--- src/hw/rtl/cocktail_shaker_sort_defines.svh ---
// assertion macros for the shaker sorter, compiled out for synthesis
`ifndef COCKTAIL_SHAKER_SORT_DEFINES_SVH
`define COCKTAIL_SHAKER_SORT_DEFINES_SVH

`ifndef SYNTHESIS

// condition must hold at every clock edge outside reset
`define CSS_ASSERT_ALWAYS(lbl, expr) \
  lbl: assert property (@(posedge clk) disable iff (!rst_n) (expr)) \
    else $error("css assertion failed");

// consequent must hold in the cycle after the antecedent
`define CSS_ASSERT_NEXT(lbl, ante, cons) \
  lbl: assert property (@(posedge clk) disable iff (!rst_n) (ante) |=> (cons)) \
    else $error("css assertion failed");

`else

`define CSS_ASSERT_ALWAYS(lbl, expr)
`define CSS_ASSERT_NEXT(lbl, ante, cons)

`endif

`endif

--- src/hw/rtl/css_pkg.sv ---
`timescale 1ns / 1ps

package css_pkg;

  localparam int DEPTH   = 16;
  localparam int VAL_W   = 32;
  localparam int IDX_W   = $clog2(DEPTH);
  localparam int CNT_W   = $clog2(DEPTH + 1);

  localparam int Q_DEPTH = 2;
  localparam int Q_PTR_W = $clog2(Q_DEPTH);
  localparam int Q_CNT_W = $clog2(Q_DEPTH + 1);

  // one queued element, already classified by the front end
  typedef struct packed {
    logic signed [VAL_W-1:0] value;
    logic                    last;
    logic                    keep;
  } item_t;

  typedef struct packed {
    logic full;
    logic empty;
  } q_status_t;

endpackage

--- src/hw/rtl/css_queue.sv ---
`timescale 1ns / 1ps

`include "cocktail_shaker_sort_defines.svh"

module css_queue import css_pkg::*; (
  input  logic      clk,
  input  logic      rst_n,
  input  logic      push,
  input  item_t     push_item,
  input  logic      pop,
  output item_t     pop_item,
  output q_status_t q_stat
);

  item_t              q_mem [Q_DEPTH];
  logic [Q_PTR_W-1:0] wr_ptr_r;
  logic [Q_PTR_W-1:0] rd_ptr_r;
  logic [Q_CNT_W-1:0] fill_r;
  logic [Q_CNT_W-1:0] fill_nxt;

  assign q_stat.full  = fill_r == Q_CNT_W'(Q_DEPTH);
  assign q_stat.empty = fill_r == '0;
  assign pop_item     = q_mem[rd_ptr_r];

  always_comb begin
    fill_nxt = fill_r;
    if (push && !pop) begin
      fill_nxt = fill_r + Q_CNT_W'(1);
    end else if (pop && !push) begin
      fill_nxt = fill_r - Q_CNT_W'(1);
    end
  end

  always_ff @(posedge clk) begin
    if (push) begin
      q_mem[wr_ptr_r] <= push_item;
    end
  end

  always_ff @(posedge clk) begin
    if (!rst_n) begin
      wr_ptr_r <= '0;
      rd_ptr_r <= '0;
      fill_r   <= '0;
    end else begin
      if (push) begin
        wr_ptr_r <= wr_ptr_r + Q_PTR_W'(1);
      end
      if (pop) begin
        rd_ptr_r <= rd_ptr_r + Q_PTR_W'(1);
      end
      fill_r <= fill_nxt;
    end
  end

  `CSS_ASSERT_ALWAYS(a_no_push_full, !(push && q_stat.full))
  `CSS_ASSERT_ALWAYS(a_no_pop_empty, !(pop && q_stat.empty))
  `CSS_ASSERT_NEXT(a_push_fills, push && !pop, !q_stat.empty)

endmodule

--- config.mk ---
export PLATFORM = sky130hd
export DESIGN_NAME = css_queue
export DESIGN_NICKNAME = d
export VERILOG_FILES = /design/src/hw/rtl/css_pkg.sv /design/src/hw/rtl/css_queue.sv
export VERILOG_INCLUDE_DIRS = /design/src /design/src/hw/rtl
export SDC_FILE = /design/constraint.sdc
export NUM_CORES = 1
export LEC_CHECK = 0
export BUFFER_PORTS_ARGS = -buffer_cell sky130_fd_sc_hd__buf_2
export CAP_MARGIN = 20
export CORE_MARGIN = 5
export CORE_UTILIZATION = 51
export DETAILED_ROUTE_END_ITERATION = 8
export PLACE_DENSITY = 0.83
export SLEW_MARGIN = 20
export SYNTH_ARGS = -nofsm -noshare
export SYNTH_HDL_FRONTEND = slang
export SYNTH_SLANG_ARGS = --single-unit
--- constraint.sdc ---
create_clock -name clk -period 3.37 [get_ports clk]
set_clock_uncertainty 0.15 [all_clocks]
set_input_delay 0 -clock clk [delete_from_list [all_inputs] [get_ports clk]]
set_output_delay 0 -clock clk [all_outputs]
set_load 0.01 [all_outputs]
Word level (Yosys, flattened, before mapping)

Memory sizes are Yosys's and may differ from the RTL's. A register that Yosys moved wholly into a read port is not among the register bits.
Index checks and enable logic that the tools add are counted.

Reductions and logical operators: 6
Add/subtract/negate cells: 4
Mux-type cells: 6
Equal/unequal tests: 1

Operators with widths:

| operator                                                           | number |
|---|---|
| 1-bit 2-to-1 mux                                                   | 4 |
| 2-bit 2-to-1 mux                                                   | 2 |
| 1-bit adder, second input constant                                 | 2 |
| 2-bit by 1-bit adder with 2-bit output, second input constant      | 1 |
| 2-bit equality test, second input constant                         | 1 |
| 1-bit logical AND                                                  | 2 |
| 1-bit zero test                                                    | 2 |
| 2-bit zero test                                                    | 1 |
| 2-bit nonzero test                                                 | 1 |
| 2-bit by 1-bit subtractor with 2-bit output, second input constant | 1 |

Flip-flop bits (word level): 4
Memories: 1
Output and inout port bits: 36
Memory bits (writable): 68

Memories:

| name  | depth | bits a word | read ports | clocked after memory_dff | write ports | RTL line        | RTL |
|---|---|---|---|---|---|---|---|
| q_mem | 2     | 34          | 1          | 1                        | 1           | css_queue.sv:15 | `item_t q_mem [Q_DEPTH];` |

Longest topological paths before layout

Gate-level depths: netlist of the first run.

Word-level depth: 4
Mapped depth: 5

Worst setup path before layout of the first run

OpenSTA, ideal clock, no wires.

Path type: register to register
Start: register wr_ptr_r
End: memory q_mem[0][0] (netlist bit) (enable)
Arrival time: 1.864 ns
Cell stages (with the launch flop): 2
Data required time: 2.790 ns
Period minus slack after synthesis: 2.444 ns
Setup slack: 0.926 ns
Library setup time: 0.430 ns
Buffers on the path: 0
Path through: dfxtp_1 > nor2b_1

RTL lines:

| item                     | RTL line        | RTL |
|---|---|---|
| start: declaration       | css_queue.sv:16 | `logic [Q_PTR_W-1:0] wr_ptr_r;` |
| start signal: assignment | css_queue.sv:47 | `wr_ptr_r <= wr_ptr_r + Q_PTR_W'(1);` |
| end: declaration         | css_queue.sv:15 |  |

No word-level cell before the write port.

==> flow_summary.yaml, run 1 <==
synthesis:
  ys_seq_elements: 73
  yosys_warnings: 0
  ys_async_sr_fraction_pct: 0
  yosysUniqueCellTypes: 17
  synth_top_area_share_pct: 76.4
  synth_edf_count: 68
  synth_ff_type: "edfxtp_1"
  synthTopCellsByCount: "edfxtp_1 (68), mux2_2 (34), dfxtp_1 (5)"
  yosys-top-cells-area: "edfxtp_1 (76%), mux2_2 (14%), dfxtp_1 (3.7%)"
  yosysMostFrequentCell: "edfxtp_1"
  syn_area_per_cell_sq_um: 20.9
  syn-num-nets: 167
  synth_area_leader_cell: "edfxtp_1"
  netlist_instances: 128
  syn-cell-area_sq_um: 2670
  ys_seq_area_share_pct: 80.2
final_layout:
  n_antenna_cell: 0
  area_growth_pct: 36.4
  drive_gt1_share_pct: 48.8
  nNetsFinal: 286
  final_util_pct: 71.3
  layoutNonFillerInstCount: 322
  design_area_sq_um: 3640
pwr:
  vdd_drop_max_mv: 0.354
  p_per_area_nw_per_um2: 507
  p_leak_nw: 1.41
  total_power_mw: 1.85
floorplanning:
  die_x_microns: 82.4
  rows: 26
  dieArea_sq_um: 6790
  start_util_pct: 52.3
  io_pins: 74
  core_area_sq_um: 5110
  fp.dieH_microns: 82.4
sta:
  finalHoldViolCount: 0
  period_needed_ns: 2.14
  rsz0062_at_grt: "false"
  tightest_slew_ns: 1.00
  setup_viol: 0
  holdWs_ns: 0.0497
  fin_crit_sh_pct: 63.6
  fin_setup_tns_ns: 0
  setup_ws_ns: 1.23
  fmax_ghz: 0.466
  max_slew_margin_pct: 33.1
  slew_viol_final: 0
routing:
  wl_met2_mm: 2.80
  drc: 0
  drtIter0Drc: 87
  firstDrtPassIters: 4
  highest_layer: "met4"
  vias: 1513
  wl_met1_mm: 1.94
  ant_nets: 0
  vias_per_cell: 4.70
  dr_wl_met3_microns: 196
  wirelength_mm: 5.01
  wl_per_cell_microns: 15.6
critical_path:
  critPathLaunchType: "flop"
  crit_slowest_cell: "dfxtp_1"
  cp-end-kind: "output pin"
  cpLargestDelayFamily: "flip-flops"
  crit_chain: "buf_4 -> mux2_2 -> buf_2"
  crit_arrival_ns: 1.99
  crit_buf_inv: 2
  path_class: "flop to output pin"
  slowest_delay_ns: 0.74
  critPathMaxFanout: 20
  critical_path_required_ns: 3.22
global_route:
  grt_first_pass_wirelength_mm: 7.73
  grt_usage_pct: 16.2
  grt_pass1_vias: 1635
  grt_overflow: 0
  antenna_found_initial: 0
  grt_max_degree: 36
clock_tree:
  postCtsSetupRepairBufs: 0
  cts_sinks: 73
  clk_pin_slew_ns: 0.07
  tritoncts: "built"
  clockBufferDepth: 2
  cts-root-buf: "clkbuf_8"
  htree_levels: 3
  cts_buffers: 9
  insertion_delay_ns: 0.32
outcome:
  outcome: "complete, no violations"
placement:
  place_inst: 269
  numPortBuffers: 73
  dpl_cell_area_sq_um: 3120
  pre_cts_ws_ns: 1.56
  gp_congestion: 0.722
  dp_hpwl_mm: 3.02
job:
  maxCapViolations: 0
min_path:
  hp-class: "input pin to flop"
[worst register-to-register path, cell delays in order (launching register included)]
cell           delay [ns]
dfxtp_1              0.34
nor2b_4              0.79
o21a_1               0.23
dlygate4sd3_1        0.53
[cell type report]
type / count / area, sq um
clock buffer: 11 / 131
tap: 70 / 87.6
inverter: 1 / 3.75
timing repair buffer: 112 / 751
sequential: 73 / 2140
clock inverter: 5 / 22.5
multi-input combinational: 50 / 505
fill: 364 / 1460
[state kept, by name (all words and copies together) (netlist names), named ones only]
register / cells
q_mem: 68
wr_ptr_r: 1
fill_r: 2
rd_ptr_r: 1
[final timing paths]
| path | slack (ns) | cells after the start | from | to |
|---|---|---|---|---|
| worst min register to register | 0.35 | 2 | fill_r[1]$_SDFFE_PN0P_ | fill_r[1]$_SDFFE_PN0P_ |
| worst max-delay path | 1.23 | 3 | flop | pop_item[8] |
| worst min-delay path | 0.05 | 4 | push | fill_r[1]$_SDFFE_PN0P_ |
| worst max register to register | 1.28 | 3 | wr_ptr_r$_SDFFE_PN0P_ | wr_ptr_r$_SDFFE_PN0P_ |
[routing by layer]
layer  vias up  global-route usage [%]
met1       735                    18.1
met4         0                    8.31
met2        40                    28.4
met3         6                    4.34
met5         -                       0
li1        732                       -
[where the power goes]
| group | internal, mW | switching (mW) |
|---|---|---|
| Clock | 0.259 | 0.287 |
| Combinational | 0.130 | 0.107 |
| Sequential | 1.05 | 0.0203 |
[cell usage in the layout (no fill, tap or decap)]
master          n
clkinv_1        2
xor2_1          2
o21ai_0         1
inv_1           1
clkbuf_1        2
clkinv_2        3
buf_2          73
a21boi_1        1
o21a_1          1
ha_1            1
nor2_1          1
mux2_2         34
and2_1          4
or3_1           1
edfxtp_1       68
nor2b_4         1
nor2b_1         1
and2b_2         1
dfxtp_1         5
buf_4           2
xnor2_1         1
dlygate4sd3_1  37
clkbuf_8        9
[kinds of logic after synthesis]
| group | Yosys count | share of synthesized area [%] |
|---|---|---|
| compound gates | 3 | 0.749 |
| xor+xnor | 3 | 0.984 |
| fa+ha+maj | 1 | 0.468 |
| buf+inv | 5 | 1.17 |
| flops | 73 | 80.2 |
| mux | 34 | 14.3 |
| simple gates | 9 | 2.11 |
[what timing repair did]
action | 4_1_cts | 5_1_grt
hold buffers | 37 | 0
hold endpoints to repair | 73 | 0
resized for setup | 0 | 0
Note: power is estimated with default switching activity, not from simulation.
==> run 2, diff against run 1 <==
--- a/config.mk
+++ b/config.mk
@@ -9,9 +9,9 @@
 export BUFFER_PORTS_ARGS = -buffer_cell sky130_fd_sc_hd__buf_2
 export CAP_MARGIN = 20
 export CORE_MARGIN = 5
-export CORE_UTILIZATION = 51
+export CORE_UTILIZATION = 46
 export DETAILED_ROUTE_END_ITERATION = 8
-export PLACE_DENSITY = 0.83
+export PLACE_DENSITY = 0.79
 export SLEW_MARGIN = 20
 export SYNTH_ARGS = -nofsm -noshare
 export SYNTH_HDL_FRONTEND = slang
==> constraint.sdc (replaced) <==
create_clock -name clk -period 1.8 [get_ports clk]
set_clock_uncertainty 0.15 [all_clocks]
set_input_delay 0 -clock clk [delete_from_list [all_inputs] [get_ports clk]]
set_output_delay 0 -clock clk [all_outputs]
set_load 0.01 [all_outputs]
==> run 2 against run 1 <==
Final cell count rose by 1.9%. Register-to-register slack got worse by 0.92 ns. Sequential power rose by 85%. Routed wire length fell by 2.6%. Clock-buffer cell count fell by 1. Clock power rose to 2.7 times the previous value. Global-route usage fell by 1.5 points.
==> flow_summary.yaml, run 2 (synthesis results as in run 1) <==
sta:
  finalHoldViolCount: 0
  fin_crit_sh_pct: 88.8
  slew_viol_final: 0
  fmax_ghz: 0.626
  setup_viol: 0
  tightest_slew_ns: 0.254
  rsz0062_at_grt: "false"
  fin_setup_tns_ns: 0
  period_needed_ns: 1.60
  max_slew_margin_pct: 83.0
critical_path:
  reg2reg_slack_ns: 0.36
  reg2reg_to: "rd_ptr_r$_SDFFE_PN0P_"
  critPathLaunchType: "flop"
  crit_arrival_ns: 1.45
  rr_worst_depth: 3
  cp-end-kind: "output pin"
  path_class: "flop to output pin"
  critPathMaxFanout: 17
  critical_path_required_ns: 1.65
  r2r_start: "rd_ptr_r$_SDFFE_PN0P_"
clock_tree:
  clk_pin_slew_ns: 0.07
  clockBufferDepth: 2
  cts_sinks: 73
  tritoncts: "built"
  htree_levels: 3
  cts_resized: 0
  insertion_delay_ns: 0.33
  cts_buffers: 9
  postCtsSetupRepairBufs: 0
  cts-root-buf: "clkbuf_8"
final_layout:
  final_common_cell: "buf_2"
  fillers: 384
  largestRegisters: "q_mem: 68 flops, fill_r: 2 flops"
  regMostFlops: "q_mem"
  largest_register_ffs: 68
  nNetsFinal: 290
  drive_gt1_share_pct: 50.8
  area_growth_pct: 41.5
  design_area_sq_um: 3780
  final_util_pct: 67.8
  layout_common_cells: "buf_2 (73), edfxtp_1 (68), dlygate4sd3_1 (38)"
  n_antenna_cell: 0
routing:
  wl_per_cell_microns: 14.9
  dr_wl_met3_microns: 283
  vias_per_cell: 4.62
  vias: 1515
  wl_met2_mm: 2.71
  ant_nets: 0
  wl_met1_mm: 1.76
  firstDrtPassIters: 4
  drc: 0
  wirelength_mm: 4.88
  highest_layer: "met4"
  drtIter0Drc: 52
floorplanning:
  start_util_pct: 47.9
  core_area_sq_um: 5570
  rows: 27
  die_x_microns: 86.2
  dieArea_sq_um: 7430
  fp.dieH_microns: 86.2
  io_pins: 74
job:
  maxCapViolations: 0
global_route:
  grt_overflow: 0
  grt_pass1_vias: 1706
  grt_max_degree: 36
  grt_usage_pct: 14.7
  antenna_found_initial: 0
  grt_first_pass_wirelength_mm: 7.91
min_path:
  worst_hold_path.endpoint: "q_mem[1][19]$_DFFE_PP_"
  hp-class: "input pin to flop"
  min_path_cells: 2
  min-delay-start: "push_item[19]"
placement:
  dpl_cell_area_sq_um: 3160
  dp_hpwl_mm: 3.08
  gp_congestion: 0.672
  numPortBuffers: 73
pwr:
  total_power_mw: 3.95
  p_leak_nw: 1.47
  vdd_drop_max_mv: 0.791
  p_per_area_nw_per_um2: 1040
outcome:
  outcome: "complete, no violations"
## run 2: cell count changes in the layout (fill, tap and decap cells not counted), sizes merged
cell	previous run	this run
dlygate4sd3	37	38
clkbuf	11	10
clkinv	5	3
buf	75	78
bufinv	0	3
## run 2: report_power, final
part | switching [mW] | internal [mW] | leakage (nW) | total, mW
sequential | 0.0272 | 1.96 | 0.680 | 1.98
clock | 0.547 | 0.950 | 0.126 | 1.50
combinational | 0.212 | 0.256 | 0.668 | 0.467
## run 2: area by class of cell
cell class	count	area [sq um]	share of cell area, %
timing repair buffer	116	796	21.1
multi-input combinational	50	505	13.4
clock inverter	6	105	2.78
sequential	73	2140	56.7
clock buffer	10	138	3.64
tap	72	90.1	2.38
inverter	1	3.75	0.0993
## run 2: worst max path at each step
stage,cells after the start,from,to,slack [ns]
after detailed placement,2,wr_ptr_r$_SDFFE_PN0P_,q_mem[1][11]$_DFFE_PP_,0.47
after floorplan,1,wr_ptr_r$_SDFFE_PN0P_,q_mem[0][0]$_DFFE_PP_,0.009
after global placement,2,wr_ptr_r$_SDFFE_PN0P_,q_mem[1][5]$_DFFE_PP_,0.52
final,3,flop,pop_item[21],0.20
after global routing,3,flop,pop_item[10],0.12
after CTS,3,flop,pop_item[21],0.17
## run 2: per-stage QoR
stage | hold slack (ns) | instances | worst slack [ns]
floorplan | -0.0511 | 128 | 0.00888
global placement | 0.0381 | 274 | 0.523
detailed placement | 0.0407 | 274 | 0.472
CTS | 0.204 | 328 | 0.168
global route | 0.206 | 328 | 0.118
finish | 0.231 | 328 | 0.202
## run 2: repair_timing
| action | 4_1_cts | 5_1_grt |
|---|---|---|
| endpoints found under the hold margin | 73 | 0 |
| hold buffers | 38 | 0 |
| endpoints found under the setup margin | 0 | 0 |
## run 2: per-layer routing
layer	global-route usage (%)	vias to the layer above
met1	14.9	723
met2	26.3	41
met4	9.77	0
li1	-	741
met3	4.09	10
met5	0	-
## run 2: worst max-delay path: stages (launching register included)
cell and delay (ns):
dfxtp_1 0.33, buf_4 0.26, mux2_2 0.38, buf_2 0.14
==> run 3, diff against run 2 <==
--- a/config.mk
+++ b/config.mk
@@ -8,10 +8,10 @@
 export LEC_CHECK = 0
 export BUFFER_PORTS_ARGS = -buffer_cell sky130_fd_sc_hd__buf_2
 export CAP_MARGIN = 20
-export CORE_MARGIN = 5
-export CORE_UTILIZATION = 46
+export CORE_MARGIN = 4
+export CORE_UTILIZATION = 35
 export DETAILED_ROUTE_END_ITERATION = 8
-export PLACE_DENSITY = 0.79
+export PLACE_DENSITY = 0.64
 export SLEW_MARGIN = 20
 export SYNTH_ARGS = -nofsm -noshare
 export SYNTH_HDL_FRONTEND = slang
==> run 3 against run 2 <==
Die area rose by 22%. Cell area decreased by 0.99%. Sequential power hardly changed. First-iteration DRC count fell by 12%.
==> flow_summary.yaml, run 3 (synthesis results as in run 1) <==
critical_path:
  cpLargestDelayFamily: "buffers and inverters"
  critPathMaxFanout: 24
  crit_slowest_cell: "mux2_2"
  cp-end-kind: "output pin"
  crit_buf_inv: 2
  critical_path_required_ns: 1.65
  path_class: "flop to output pin"
  crit_arrival_ns: 1.54
  crit_chain: "buf_4 -> mux2_2 -> buf_2"
  slowest_delay_ns: 0.40
  critPathLaunchType: "flop"
job:
  maxCapViolations: 0
global_route:
  grt_max_degree: 25
  use_met3_pct: 3.47
  use_met1_pct: 13.1
  grt_usage_pct: 12.1
  antenna_found_initial: 0
  busiest_layer: "met2"
  grt_first_pass_wirelength_mm: 7.85
  grt_pass1_vias: 1649
  grt_overflow: 0
  met2_usage_pct: 21.0
floorplanning:
  die_x_microns: 95.4
  start_util_pct: 36.4
  core_area_sq_um: 7330
  fp.dieH_microns: 95.4
  io_pins: 74
  dieArea_sq_um: 9090
  rows: 31
clock_tree:
  htree_levels: 3
  cts_resized: 0
  cts_sinks: 73
  tritoncts: "built"
  ctsHoldBuffers: 37
  cts_buffers: 9
  cts-root-buf: "clkbuf_8"
  clk_pin_slew_ns: 0.08
  clockBufferDepth: 2
  postCtsSetupRepairBufs: 0
  insertion_delay_ns: 0.34
routing:
  firstDrtPassIters: 4
  wirelength_mm: 5.25
  vias_per_cell: 4.36
  drtIter0Drc: 46
  wl_per_cell_microns: 14.8
  vias: 1549
  drc: 0
  ant_nets: 0
sta:
  fmax_ghz: 0.591
  slew_viol_final: 0
  period_needed_ns: 1.69
  fin_crit_sh_pct: 94.0
  rsz0062_at_grt: "false"
  setup_viol: 0
  holdWs_ns: 0.0358
  max_slew_margin_pct: 78.1
  fin_setup_tns_ns: 0
  finalHoldViolCount: 0
  tightest_slew_ns: 0.328
pwr:
  total_power_mw: 3.63
  p_per_area_nw_per_um2: 970
  vdd_drop_max_mv: 0.493
  p_leak_nw: 1.43
min_path:
  hp-class: "input pin to flop"
final_layout:
  regMostFlops: "q_mem"
  design_area_sq_um: 3740
  final_util_pct: 51.0
  final_common_cell: "buf_2"
  largestRegisters: "q_mem: 68 flops, fill_r: 2 flops"
  fillers: 620
  layout_common_cells: "buf_2 (73), edfxtp_1 (68), dlygate4sd3_1 (37)"
  nNetsFinal: 290
  area_growth_pct: 40.1
  n_antenna_cell: 0
  drive_gt1_share_pct: 51.6
  largest_register_ffs: 68
placement:
  dp_hpwl_mm: 3.31
  dpl_cell_area_sq_um: 3190
  numPortBuffers: 73
  gp_congestion: 0.665
outcome:
  outcome: "complete, no violations"
==> run 3: worst min-delay path: stages <==
cell      delay [ns]
buf_2           0.12
ha_1            0.18
or3_1           0.12
a21boi_1        0.06
==> run 3: area by class of cell <==
class	instances	area (sq um)	share of cell area, %
Timing Repair Buffer	116	781	20.9
Clock inverter	7	61.3	1.64
Clock buffer	9	124	3.31
Inverter	1	3.75	0.100
Tap cell	99	124	3.31
Sequential cell	73	2140	57.2
Multi-Input combinational cell	50	507	13.5
==> run 3: where the power goes <==
part,switching [mW],leakage (nW),internal [mW],total [mW]
clock network,0.654,0.0888,0.526,1.18
registers,0.0271,0.680,1.95,1.98
logic,0.216,0.665,0.252,0.468
==> run 3: final timing paths <==
path	startpoint	to	slack [ns]	cells after the start
worst max-delay path	flop	pop_item[4]	0.11	3
worst min-delay path	push	fill_r[1]$_SDFFE_PN0P_	0.04	4
worst max register to register	wr_ptr_r$_SDFFE_PN0P_	wr_ptr_r$_SDFFE_PN0P_	0.17	4
worst min register to register	fill_r[1]$_SDFFE_PN0P_	fill_r[1]$_SDFFE_PN0P_	0.38	2
==> run 3: per-layer routing <==
layer / vias to the layer above / wire length, microns
li1: 744 / -
met1: 749 / 2080
met2: 47 / 2820
met3: 9 / 242
met4: 0 / 104
met5: - / 0
==> run 3: stage by stage <==
step	worst slack, ns	cells
finish	0.107	355
global route	0.0309	355
CTS	0.0786	355
detailed placement	0.443	302
global placement	0.470	302
floorplan	0.00888	128
